$ cat config.mk
export PLATFORM = sky130hd
export DESIGN_NAME = led_chain_bitstream_encoder
export DESIGN_NICKNAME = d
export VERILOG_FILES = /design/src/design/lcbe_pkg.sv /design/src/design/lcbe_front.sv /design/src/design/lcbe_queue.sv /design/src/design/lcbe_back.sv /design/src/design/led_chain_bitstream_encoder.sv
export SDC_FILE = /design/constraint.sdc
export NUM_CORES = 1
export LEC_CHECK = 0
export BUFFER_PORTS_ARGS = -buffer_cell sky130_fd_sc_hd__buf_2
export CAP_MARGIN = 5
export CORE_MARGIN = 8
export CORE_UTILIZATION = 30
export CTS_BUF_LIST = sky130_fd_sc_hd__clkbuf_4
export CTS_CLUSTER_SIZE = 20
export DETAILED_ROUTE_END_ITERATION = 10
export SYNTH_ARGS = -nofsm -noshare
export SYNTH_HDL_FRONTEND = slang
export SYNTH_SLANG_ARGS = --single-unit
$ cat constraint.sdc
create_clock -name clk -period 9.2 [get_ports clk]
set_clock_uncertainty 0.1 [all_clocks]
set_input_delay 1.38 -clock clk [delete_from_list [all_inputs] [get_ports clk]]
set_output_delay 1.38 -clock clk [all_outputs]
set_load 0.005 [all_outputs]
$ cat src/design/lcbe_pkg.sv
// ----------------------------------------------------------------------------
// lcbe_pkg
// Shared types, constants and the brightness table for the LED chain
// bitstream encoder.
// ----------------------------------------------------------------------------
package lcbe_pkg;

    localparam int PULSE_W            = 16;
    localparam int COLOR_W            = 8;
    localparam int LEVEL_W            = 6;
    localparam int AMOUNT_W           = 8;
    localparam int GAP_W              = 7;
    localparam int PIXEL_BITS         = 24;
    localparam int GAP_LIMIT          = 64;
    localparam int TABLE_TOP          = 45;
    localparam int TAN_W              = 17;
    localparam int REM_W              = 6;
    localparam int CFG_IDX_W          = 2;
    localparam int CFG_DATA_W         = 16;
    localparam int QUEUE_DEPTH        = 2;
    localparam int QPTR_W             = $clog2(QUEUE_DEPTH);
    localparam int QCNT_W             = $clog2(QUEUE_DEPTH + 1);

    localparam int DEFAULT_CODE_WIDTH = 16;
    localparam int DEFAULT_MAX_LEVEL  = 45;

    localparam int ONE_CODE_RESET     = 60;
    localparam int ZERO_CODE_RESET    = 30;
    localparam int GAP_SLOTS_RESET    = 50;

    localparam logic [CFG_IDX_W-1:0] CFG_ONE_CODE  = 2'd0;
    localparam logic [CFG_IDX_W-1:0] CFG_ZERO_CODE = 2'd1;
    localparam logic [CFG_IDX_W-1:0] CFG_GAP_SLOTS = 2'd2;
    localparam logic [CFG_IDX_W-1:0] CFG_SCALING   = 2'd3;

    typedef enum logic [1:0] {
        KIND_GAP   = 2'd0,
        KIND_PIXEL = 2'd1,
        KIND_FADE  = 2'd2,
        KIND_LEVEL = 2'd3
    } kind_t;

    typedef struct packed {
        logic                  pixel;
        logic [REM_W-1:0]      rem;
        logic [PIXEL_BITS-1:0] word;
    } item_t;

    // tan(level degrees) in Q1.16, rounded to nearest; levels above the
    // table give full brightness.
    function automatic logic [TAN_W-1:0] tan_q16(input logic [LEVEL_W-1:0] lvl);
        logic [TAN_W-1:0] v;
        case (lvl)
            6'd0:  v = 17'd0;
            6'd1:  v = 17'd1144;
            6'd2:  v = 17'd2289;
            6'd3:  v = 17'd3435;
            6'd4:  v = 17'd4583;
            6'd5:  v = 17'd5734;
            6'd6:  v = 17'd6888;
            6'd7:  v = 17'd8047;
            6'd8:  v = 17'd9210;
            6'd9:  v = 17'd10380;
            6'd10: v = 17'd11556;
            6'd11: v = 17'd12739;
            6'd12: v = 17'd13930;
            6'd13: v = 17'd15130;
            6'd14: v = 17'd16340;
            6'd15: v = 17'd17560;
            6'd16: v = 17'd18792;
            6'd17: v = 17'd20036;
            6'd18: v = 17'd21294;
            6'd19: v = 17'd22566;
            6'd20: v = 17'd23853;
            6'd21: v = 17'd25157;
            6'd22: v = 17'd26478;
            6'd23: v = 17'd27818;
            6'd24: v = 17'd29179;
            6'd25: v = 17'd30560;
            6'd26: v = 17'd31964;
            6'd27: v = 17'd33392;
            6'd28: v = 17'd34846;
            6'd29: v = 17'd36327;
            6'd30: v = 17'd37837;
            6'd31: v = 17'd39378;
            6'd32: v = 17'd40951;
            6'd33: v = 17'd42560;
            6'd34: v = 17'd44205;
            6'd35: v = 17'd45889;
            6'd36: v = 17'd47615;
            6'd37: v = 17'd49385;
            6'd38: v = 17'd51202;
            6'd39: v = 17'd53070;
            6'd40: v = 17'd54991;
            6'd41: v = 17'd56970;
            6'd42: v = 17'd59009;
            6'd43: v = 17'd61113;
            6'd44: v = 17'd63287;
            default: v = 17'd65536;
        endcase
        return v;
    endfunction

endpackage

$ cat src/design/lcbe_front.sv
// ----------------------------------------------------------------------------
// lcbe_front
// Accepts input beats, keeps the fade and brightness state, scales and packs
// pixels and hands gap and pixel jobs to the queue.
// ----------------------------------------------------------------------------
module lcbe_front #(
    parameter int MAX_LEVEL = lcbe_pkg::DEFAULT_MAX_LEVEL
) (
    input  logic                            clk,
    input  logic                            rst_n,
    input  logic                            in_valid,
    output logic                            in_ready,
    input  logic [1:0]                      kind,
    input  logic [lcbe_pkg::COLOR_W-1:0]    green,
    input  logic [lcbe_pkg::COLOR_W-1:0]    red,
    input  logic [lcbe_pkg::COLOR_W-1:0]    blue,
    input  logic [lcbe_pkg::AMOUNT_W-1:0]   amount,
    input  logic                            scaling_enable,
    input  logic [lcbe_pkg::GAP_W-1:0]      gap_slots,
    input  logic                            q_ready,
    output logic                            q_push,
    output lcbe_pkg::item_t                 q_item
);
    import lcbe_pkg::*;

    localparam logic [LEVEL_W-1:0]  MAX_LVL  = LEVEL_W'(MAX_LEVEL);
    localparam logic signed [9:0]   MAX_T    = 10'(MAX_LEVEL);

    logic [LEVEL_W-1:0]  fade_level_reg,    fade_level_next;
    logic                fade_falling_reg,  fade_falling_next;
    logic [LEVEL_W-1:0]  applied_level_reg, applied_level_next;

    logic                accept;
    logic [LEVEL_W-1:0]  lvl;
    logic [TAN_W-1:0]    gain;
    logic [24:0]         prod_g;
    logic [24:0]         prod_r;
    logic [24:0]         prod_b;
    logic [COLOR_W-1:0]  g_s;
    logic [COLOR_W-1:0]  r_s;
    logic [COLOR_W-1:0]  b_s;
    logic [GAP_W-1:0]    gap_m1;
    logic [REM_W-1:0]    gap_rem;
    logic signed [9:0]   t;

    assign in_ready = q_ready;
    assign accept   = in_valid && q_ready;

    always_comb
    begin
        lvl    = (applied_level_reg > LEVEL_W'(TABLE_TOP)) ? LEVEL_W'(TABLE_TOP)
                                                          : applied_level_reg;
        gain   = tan_q16(lvl);
        prod_g = 25'(green) * 25'(gain);
        prod_r = 25'(red)   * 25'(gain);
        prod_b = 25'(blue)  * 25'(gain);
        g_s    = scaling_enable ? prod_g[23:16] : green;
        r_s    = scaling_enable ? prod_r[23:16] : red;
        b_s    = scaling_enable ? prod_b[23:16] : blue;

        gap_m1 = gap_slots - GAP_W'(1);
        if (gap_slots == '0)
        begin
            gap_rem = '0;
        end
        else if (gap_slots > GAP_W'(GAP_LIMIT))
        begin
            gap_rem = REM_W'(GAP_LIMIT - 1);
        end
        else
        begin
            gap_rem = gap_m1[REM_W-1:0];
        end

        if (fade_falling_reg)
        begin
            t = $signed({4'b0, fade_level_reg}) - $signed({2'b0, amount});
        end
        else
        begin
            t = $signed({4'b0, fade_level_reg}) + $signed({2'b0, amount});
        end
    end

    always_comb
    begin
        fade_level_next    = fade_level_reg;
        fade_falling_next  = fade_falling_reg;
        applied_level_next = applied_level_reg;
        q_push             = 1'b0;
        q_item.pixel       = 1'b0;
        q_item.rem         = gap_rem;
        q_item.word        = {g_s, r_s, b_s};

        if (accept)
        begin
            unique case (kind_t'(kind))
                KIND_GAP:
                begin
                    q_push = 1'b1;
                end
                KIND_PIXEL:
                begin
                    q_push       = 1'b1;
                    q_item.pixel = 1'b1;
                    q_item.rem   = REM_W'(PIXEL_BITS - 1);
                end
                KIND_FADE:
                begin
                    if (t >= MAX_T || t <= 10'sd0)
                    begin
                        fade_falling_next = !fade_falling_reg;
                    end
                    if (t > MAX_T)
                    begin
                        fade_level_next = MAX_LVL;
                    end
                    else if (t < 10'sd0)
                    begin
                        fade_level_next = '0;
                    end
                    else
                    begin
                        fade_level_next = t[LEVEL_W-1:0];
                    end
                    applied_level_next = fade_level_next;
                end
                KIND_LEVEL:
                begin
                    applied_level_next = (amount > AMOUNT_W'(MAX_LEVEL)) ? MAX_LVL
                                                                      : amount[LEVEL_W-1:0];
                end
                default:
                begin
                    q_push = 1'b0;
                end
            endcase
        end
    end

    always_ff @(posedge clk or negedge rst_n)
    begin
        if (!rst_n)
        begin
            fade_level_reg    <= MAX_LVL;
            fade_falling_reg  <= 1'b1;
            applied_level_reg <= MAX_LVL;
        end
        else
        begin
            fade_level_reg    <= fade_level_next;
            fade_falling_reg  <= fade_falling_next;
            applied_level_reg <= applied_level_next;
        end
    end

endmodule

$ cat src/design/lcbe_queue.sv
// ----------------------------------------------------------------------------
// lcbe_queue
// Short job queue between the front and the back.
// ----------------------------------------------------------------------------
module lcbe_queue (
    input  logic             clk,
    input  logic             rst_n,
    input  logic             push,
    input  lcbe_pkg::item_t  push_item,
    output logic             push_ready,
    input  logic             pop,
    output logic             pop_valid,
    output lcbe_pkg::item_t  pop_item
);
    import lcbe_pkg::*;

    item_t               slot_reg [QUEUE_DEPTH];
    logic [QPTR_W-1:0]   wr_ptr_reg, wr_ptr_next;
    logic [QPTR_W-1:0]   rd_ptr_reg, rd_ptr_next;
    logic [QCNT_W-1:0]   count_reg,  count_next;
    logic                do_push;
    logic                do_pop;

    assign push_ready = (count_reg != QCNT_W'(QUEUE_DEPTH));
    assign pop_valid  = (count_reg != '0);
    assign pop_item   = slot_reg[rd_ptr_reg];
    assign do_push    = push && push_ready;
    assign do_pop     = pop && pop_valid;

    always_comb
    begin
        wr_ptr_next = do_push ? wr_ptr_reg + QPTR_W'(1) : wr_ptr_reg;
        rd_ptr_next = do_pop  ? rd_ptr_reg + QPTR_W'(1) : rd_ptr_reg;
        count_next  = count_reg;
        if (do_push && !do_pop)
        begin
            count_next = count_reg + QCNT_W'(1);
        end
        else if (do_pop && !do_push)
        begin
            count_next = count_reg - QCNT_W'(1);
        end
    end

    always_ff @(posedge clk or negedge rst_n)
    begin
        if (!rst_n)
        begin
            wr_ptr_reg <= '0;
            rd_ptr_reg <= '0;
            count_reg  <= '0;
        end
        else
        begin
            wr_ptr_reg <= wr_ptr_next;
            rd_ptr_reg <= rd_ptr_next;
            count_reg  <= count_next;
        end
    end

    always_ff @(posedge clk)
    begin
        if (do_push)
        begin
            slot_reg[wr_ptr_reg] <= push_item;
        end
    end

endmodule

$ cat src/design/lcbe_back.sv
// ----------------------------------------------------------------------------
// lcbe_back
// Takes jobs from the queue and emits one duty code per bit slot into the
// output register.
// ----------------------------------------------------------------------------
module lcbe_back (
    input  logic                          clk,
    input  logic                          rst_n,
    input  logic                          q_valid,
    input  lcbe_pkg::item_t               q_item,
    output logic                          q_pop,
    input  logic [lcbe_pkg::PULSE_W-1:0]  one_code,
    input  logic [lcbe_pkg::PULSE_W-1:0]  zero_code,
    output logic                          out_valid,
    input  logic                          out_ready,
    output logic [lcbe_pkg::PULSE_W-1:0]  pulse_code,
    output logic                          last_of_run
);
    import lcbe_pkg::*;

    logic                   busy_reg;
    logic                   pixel_reg;
    logic [REM_W-1:0]       rem_reg;
    logic [PIXEL_BITS-1:0]  word_reg;
    logic                   out_valid_reg;
    logic [PULSE_W-1:0]     pulse_code_reg;
    logic                   last_reg;

    logic                   advance;
    logic                   finish;

    assign advance     = busy_reg && (!out_valid_reg || out_ready);
    assign finish      = advance && (rem_reg == '0);
    assign q_pop       = q_valid && (!busy_reg || finish);
    assign out_valid   = out_valid_reg;
    assign pulse_code  = pulse_code_reg;
    assign last_of_run = last_reg;

    always_ff @(posedge clk or negedge rst_n)
    begin
        if (!rst_n)
        begin
            busy_reg      <= 1'b0;
            out_valid_reg <= 1'b0;
        end
        else
        begin
            if (q_pop)
            begin
                busy_reg <= 1'b1;
            end
            else if (finish)
            begin
                busy_reg <= 1'b0;
            end

            if (advance)
            begin
                out_valid_reg <= 1'b1;
            end
            else if (out_ready)
            begin
                out_valid_reg <= 1'b0;
            end
        end
    end

    always_ff @(posedge clk)
    begin
        if (q_pop)
        begin
            pixel_reg <= q_item.pixel;
            rem_reg   <= q_item.rem;
            word_reg  <= q_item.word;
        end
        else if (advance)
        begin
            rem_reg  <= rem_reg - REM_W'(1);
            word_reg <= {word_reg[PIXEL_BITS-2:0], 1'b0};
        end

        if (advance)
        begin
            if (!pixel_reg)
            begin
                pulse_code_reg <= '0;
            end
            else if (word_reg[PIXEL_BITS-1])
            begin
                pulse_code_reg <= one_code;
            end
            else
            begin
                pulse_code_reg <= zero_code;
            end
            last_reg <= (rem_reg == '0);
        end
    end

endmodule

$ cat src/design/led_chain_bitstream_encoder.sv
// ----------------------------------------------------------------------------
// led_chain_bitstream_encoder
// The first code of an item passes from the queue slot into the back end's job
// registers and then into the output register.
// Throughput: one code per cycle while out_ready is high; a pixel gives 24
// codes, a gap one code per slot (at least one, at most 64), counted by the
// single output slot counter in the back end. Fade and level items give no
// output. Reset empties the queue and the output register and returns the
// fade state and the configuration registers to their reset values.
// ----------------------------------------------------------------------------
module led_chain_bitstream_encoder #(
    parameter int CODE_WIDTH = lcbe_pkg::DEFAULT_CODE_WIDTH,
    parameter int MAX_LEVEL  = lcbe_pkg::DEFAULT_MAX_LEVEL
) (
    input  logic                             clk,
    input  logic                             rst_n,
    input  logic                             cfg_we,
    input  logic [lcbe_pkg::CFG_IDX_W-1:0]   cfg_index,
    input  logic [lcbe_pkg::CFG_DATA_W-1:0]  cfg_data,
    input  logic                             in_valid,
    output logic                             in_ready,
    input  logic [1:0]                       kind,
    input  logic [lcbe_pkg::COLOR_W-1:0]     green,
    input  logic [lcbe_pkg::COLOR_W-1:0]     red,
    input  logic [lcbe_pkg::COLOR_W-1:0]     blue,
    input  logic [lcbe_pkg::AMOUNT_W-1:0]    amount,
    output logic                             out_valid,
    input  logic                             out_ready,
    output logic [lcbe_pkg::PULSE_W-1:0]     pulse_code,
    output logic                             last_of_run
);
    import lcbe_pkg::*;

    localparam int CW = (CODE_WIDTH < PULSE_W) ? CODE_WIDTH : PULSE_W;

    logic [CW-1:0]     one_code_reg;
    logic [CW-1:0]     zero_code_reg;
    logic [GAP_W-1:0]  gap_slots_reg;
    logic              scaling_reg;

    logic              q_ready;
    logic              q_push;
    item_t             push_item;
    logic              q_valid;
    logic              q_pop;
    item_t             pop_item;

    always_ff @(posedge clk or negedge rst_n)
    begin
        if (!rst_n)
        begin
            one_code_reg  <= CW'(ONE_CODE_RESET);
            zero_code_reg <= CW'(ZERO_CODE_RESET);
            gap_slots_reg <= GAP_W'(GAP_SLOTS_RESET);
            scaling_reg   <= 1'b1;
        end
        else if (cfg_we)
        begin
            unique case (cfg_index)
                CFG_ONE_CODE:  one_code_reg  <= cfg_data[CW-1:0];
                CFG_ZERO_CODE: zero_code_reg <= cfg_data[CW-1:0];
                CFG_GAP_SLOTS: gap_slots_reg <= cfg_data[GAP_W-1:0];
                CFG_SCALING:   scaling_reg   <= cfg_data[0];
                default:       scaling_reg   <= scaling_reg;
            endcase
        end
    end

    lcbe_front #(
        .MAX_LEVEL (MAX_LEVEL)
    ) u_front (
        .clk            (clk),
        .rst_n          (rst_n),
        .in_valid       (in_valid),
        .in_ready       (in_ready),
        .kind           (kind),
        .green          (green),
        .red            (red),
        .blue           (blue),
        .amount         (amount),
        .scaling_enable (scaling_reg),
        .gap_slots      (gap_slots_reg),
        .q_ready        (q_ready),
        .q_push         (q_push),
        .q_item         (push_item)
    );

    lcbe_queue u_queue (
        .clk        (clk),
        .rst_n      (rst_n),
        .push       (q_push),
        .push_item  (push_item),
        .push_ready (q_ready),
        .pop        (q_pop),
        .pop_valid  (q_valid),
        .pop_item   (pop_item)
    );

    lcbe_back u_back (
        .clk         (clk),
        .rst_n       (rst_n),
        .q_valid     (q_valid),
        .q_item      (pop_item),
        .q_pop       (q_pop),
        .one_code    (PULSE_W'(one_code_reg)),
        .zero_code   (PULSE_W'(zero_code_reg)),
        .out_valid   (out_valid),
        .out_ready   (out_ready),
        .pulse_code  (pulse_code),
        .last_of_run (last_of_run)
    );

endmodule

== Yosys cells after proc, flatten, opt, wreduce, memory -nomap -nowiden ==
Memory sizes are Yosys's and may differ from the RTL's.
Index checks and enable logic that the tools add are counted.
Widths: inputs -> output; s select.

* Add/subtract/negate cells: 8
* $mul: 3
* $lt $le $gt $ge: 7
* Eq/ne operators: 7
* Muxes and demuxes: 28
* Reduce and logical (&&, ||, !) cells: 34

{| class="wikitable"
|+ Operators with widths
! kind !! count
|-
| $mul 8x17->24 || 3
|-
| $mux 24 || 2
|-
| $mux 6 || 8
|-
| $mux 8 || 3
|-
| $mux 16 || 1
|-
| $mux 7 || 2
|-
| $pmux 6 s2 || 1
|-
| $reduce_and 2->1 || 6
|-
| $reduce_bool 2->1 || 6
|-
| $sub 6x1->6 const B || 2
|-
| $ge 10x7->1 const B || 1
|-
| $gt 10x7->1 const B || 1
|-
| $le 10x1->1 const B || 1
|-
| $lt 10x1->1 const B || 1
|-
| $mux 10 || 1
|-
| $add 6x8->9 || 1
|-
| $sub 6x8->9 || 1
|-
| $eq 2x2->1 const B || 4
|-
| $gt 8x6->1 const B || 1
|-
| $logic_and 1x1->1 || 8
|-
| $mux 1 || 8
|-
| $gt 7x7->1 const B || 1
|-
| $logic_not 7->1 || 1
|-
| $gt 6x6->1 const B || 1
|-
| 12 further kinds || 22
|}

* Bits in registers: 107
* RAM bits: 62
* Memory bits (read-only): 1088
* Bits of input ports: 57
* Output and inout bits: 19
* Logic and storage cells: 106
* Memories: 2

{| class="wikitable"
|+ Memories
! name !! words !! bits a word !! read ports !! clocked after memory_dff !! wr ports !! RTL line !! RTL
|-
| (no name shown) || 64 || 17 || 1 || 0 || 0 || lcbe_pkg.sv:53 || <nowiki>case (lvl)</nowiki>
|-
| u_queue.slot_reg || 2 || 31 || 1 || 0 || 1 || lcbe_queue.sv:17 || <nowiki>item_t slot_reg [QUEUE_DEPTH];</nowiki>
|}

== Depth between registers and ports, before layout ==
* Word-level depth: 10
* Mapped depth: 34
* Gate-level depth less buffers: 31

== By module ==
From an unflattened synthesis, not the netlist that was laid out.

* Cells, all modules: 2142
* Area total of the unflattened synthesis: 21391.8 um^2

{| class="wikitable"
|+ By module, submodules not included
! module !! instances !! cells each !! area an instance (um^2) !! sequential area each (um^2)
|-
| lcbe_front || 1 || 1793 || 14909.3 || 336.6
|-
| lcbe_queue || 1 || 115 || 2587.5 || 1961.9
|-
| lcbe_back || 1 || 148 || 2363.5 || 1491.4
|-
| led_chain_bitstream_encoder || 1 || 86 || 1531.5 || 1016.0
|}

== Least setup slack after synthesis ==
OpenSTA, ideal clock, no wires.

* Kind: reg-to-reg
* From: reg u_front.applied_level_reg[2]
* To: mem u_queue.slot_reg[0][7] (netlist bit), data pin
* Setup time: 277 ps
* Arrival: 7285 ps
* Required time: 8823 ps
* Slack: 1538 ps
* Stages on the path, launching flop included: 33
* Buffers on the path: 4
* Period minus slack after synthesis: 7662 ps
* Cell sequence: dfstp_2 buf_2 buf_2 and2_1 o21ai_1 nand2_1 inv_1 ha_1 clkbuf_1 o21ai_0 o21ai_0 o21ai_0 o21ai_0 o21ai_0 clkbuf_1 nor2b_1 fa_1 fa_1 fa_1 inv_1 fa_1 inv_1 ha_1 a21o_1 a21oi_1 o221a_2 and3_1 a31oi_2 a221o_1 o41a_1 xnor2_1 mux2i_1 a21oi_1

{| class="wikitable"
|+ RTL lines
! item !! RTL line !! RTL
|-
| from (decl) || lcbe_front.sv:31 || <nowiki>logic [LEVEL_W-1:0] applied_level_reg, applied_level_next;</nowiki>
|-
| from (signal assigned) || lcbe_front.sv:153 || <nowiki>applied_level_reg <= applied_level_next;</nowiki>
|-
| to (decl) || lcbe_queue.sv:17 ||
|}

==> results.cfg <==
[status]
status = finished, final reports clean

[final_layout]
area_delta_synth_final_pct = 7.87
num-fill-cells = 7039
final_common_cell = inv_1
nNetsFinal = 2619
final_cell_mix = 338 x inv_1, 266 x fa_1, 250 x and2_1
multi_input_area_sq_um = 14200
drive_above_1_share_pct = 11.0
register_area_sq_um = 4810
stdcell_count = 3054
largest_reg_flops = 62

[global_routing]
grt_first_pass_wirelength_mm = 85.1
grt_pass1_vias = 16000
antenna_found_initial = 10
grtUsageTotal_pct = 13.3
grt_overflow = 0
grt_max_degree = 60

[yosys]
synth_flop_cell = edfxtp_1
synth-edff-count = 110
syn_nets = 2604
ys_warn_count = 0
postSynthAreaPerCell_sq_um = 9.68
ys_seq_elements = 169
synth_cell_types = 78
yosysSeqAreaShare_pct = 23.3
synth_cells = 2136
async_reset_ff_share_pct = 34.9
syn-cell-area_sq_um = 20700

[die]
start_util_pct = 30.2
die_area_sq_um = 77600
die_h_um = 278
core-area_sq_um = 68500
rows = 96
die_x_um = 278
io-pin-count = 76

[placed_design]
numPortBuffers = 75
place_inst = 3014
routabilityCongestion = 0.877
dp_hpwl_mm = 37.8
place_ws_ps = 868

[critical_path]
r2r-end = u_queue.slot_reg[0][15]$_DFFE_PP_
path_class = reg -> reg
max_stage_delay_ps = 830
arrival_ps = 8660
path_max_fanout = 23
cpMaxStageDelayCell = dfstp_2
cp.required_ps = 9400
crit_start = u_front.applied_level_reg[3]$_DFFE_PN1P_
crit_path_start_kind = flop
critical_path.most_common_cell = nor2_1
cp-end-kind = flop
timing.rr.start = u_front.applied_level_reg[3]$_DFFE_PN1P_
reg2reg_depth = 30
ff2ff_setup_slack_ps = 750

[detailed_routing]
num_vias = 14900
avgViaCountPerCell = 4.89
drcViolationCount = 0
avgRoutedWirePerCell_um = 16.7
firstDrtPassIters = 5
ant_nets = 0
drt-total-wl_mm = 51.0
drt_iter0_drc = 937

[clocking]
holdBufCountCts = 0
tritoncts = done
cts_resized = 0
clk-insertion-delay-late_ps = 570
path_clk_slew_ps = 150
post_cts_buffers = 0
cts_root_buffer = clkbuf_4
cts_num_sinks = 169
cts_buffers = 17
max-clock-path-buffers = 2
cts_max_level = 4

[sta]
finalSetupViolCount = 0
min_period_ps = 8450
finalWorstSetupSlack_ps = 746
rsz0062_at_grt = no
drv_slew = 0
hold_viol_final = 0
tns_ps = 0
worst_pin_slew_ps = 1050
relSlewSlack_pct = 29.9
hold_ws_ps = 383
clock.fmax_mhz = 118
min_period_over_period_pct = 91.9

[worst_hold_path]
hold_path_end = u_back.out_valid$_DFFE_PN0P_
hold_class = reg -> reg
hp-start = u_back.busy_reg$_DFFE_PN0P_
hold_path_depth = 1

[job]
cap_violations = 0
cell usage after synthesis (all sizes together), types with 4 or more instances:
| master | number | area [sq um] |
|---|---|---|
| mux2i | 56 | 561 |
| nand3 | 20 | 100 |
| o21bai | 5 | 37.5 |
| buf | 20 | 97.6 |
| nand2b | 12 | 75.1 |
| nand4 | 10 | 68.8 |
| xnor2 | 30 | 263 |
| nand3b | 7 | 52.6 |
| nor2b | 92 | 576 |
| nor2 | 90 | 340 |
| xor2 | 16 | 140 |
| a31oi | 8 | 56.3 |
| a21oi | 97 | 489 |
| ha | 145 | 1810 |
| dfstp | 21 | 552 |
| o31ai | 4 | 30.0 |
| or2 | 5 | 31.3 |
| o32ai | 5 | 51.3 |
| dfrtp | 38 | 951 |
| mux2 | 58 | 653 |
| and2 | 251 | 1570 |
| a211oi | 8 | 65.1 |
| edfxtp | 110 | 3300 |
| fa | 266 | 5330 |
| nor3 | 18 | 90.1 |
| a21o | 25 | 188 |
| clkbuf | 89 | 334 |
| o211ai | 9 | 67.6 |
| o21a | 5 | 37.5 |
| o21ai | 51 | 267 |
| nand2 | 138 | 518 |
| o22ai | 7 | 43.8 |
| and3 | 20 | 125 |
| inv | 340 | 1280 |
| a221oi | 6 | 52.6 |
metrics by stage:
step           cell area (sq um)  util [%]
3_5_place_dp               22000      32.1
4_1_cts                    22300      32.5
5_1_grt                    22300      32.5
3_3_place_gp               22000      32.1
2_1_floorplan              20700         -
6_report                   22300      32.6
worst max-delay path, delay by kind of cell, from the launching register on:
kind,cells,cell delay (ps)
fa+ha+maj,6,2720
buf+inv,3,350
compound gates,12,2250
flops,1,830
simple gates,9,1920
worst max path at each step:
stage | end | slack (ps) | cells past startpoint
global route | u_queue.slot_reg[0][15]$_DFFE_PP_ | 280 | 30
finish | u_queue.slot_reg[0][15]$_DFFE_PP_ | 750 | 30
detailed placement | u_queue.slot_reg[0][7]$_DFFE_PP_ | 870 | 29
global placement | u_queue.slot_reg[0][15]$_DFFE_PP_ | 1000 | 30
floorplan | u_queue.slot_reg[0][7]$_DFFE_PP_ | 1540 | 32
CTS | u_queue.slot_reg[0][7]$_DFFE_PP_ | 810 | 29
layer usage:
layer	share of wire, %	vias to the layer above	wire, um	track usage [%]
met4	1.9	2	955	3.40
met5	0.024	-	12	0
met1	45	7593	23000	17.4
met2	48	380	24700	22.8
li1	-	6900	-	-
met3	4.7	57	2410	2.05
layout make-up:
cell class	count	share of cell area, %
antenna	8	0.0898
multi-input combinational	1518	63.7
sequential	169	21.6
clock inverter	13	0.634
inverter	340	5.72
clock buffer	19	0.640
timing repair buffer	105	2.75
tap	882	4.95
cells by family after synthesis:
group / share of synthesized area, %
XOR/XNOR: 1.95
flip-flops: 23.3
adder cells (fa/ha/maj): 34.5
AND/OR/NAND/NOR: 17.8
buffers and inverters: 8.26
AO/OA/AOI/OAI: 8.29
multiplexers: 5.87
Power is left out: the tool's default activity adds up to more than one toggle a clock period on the data nets, which glitch-free logic cannot reach.
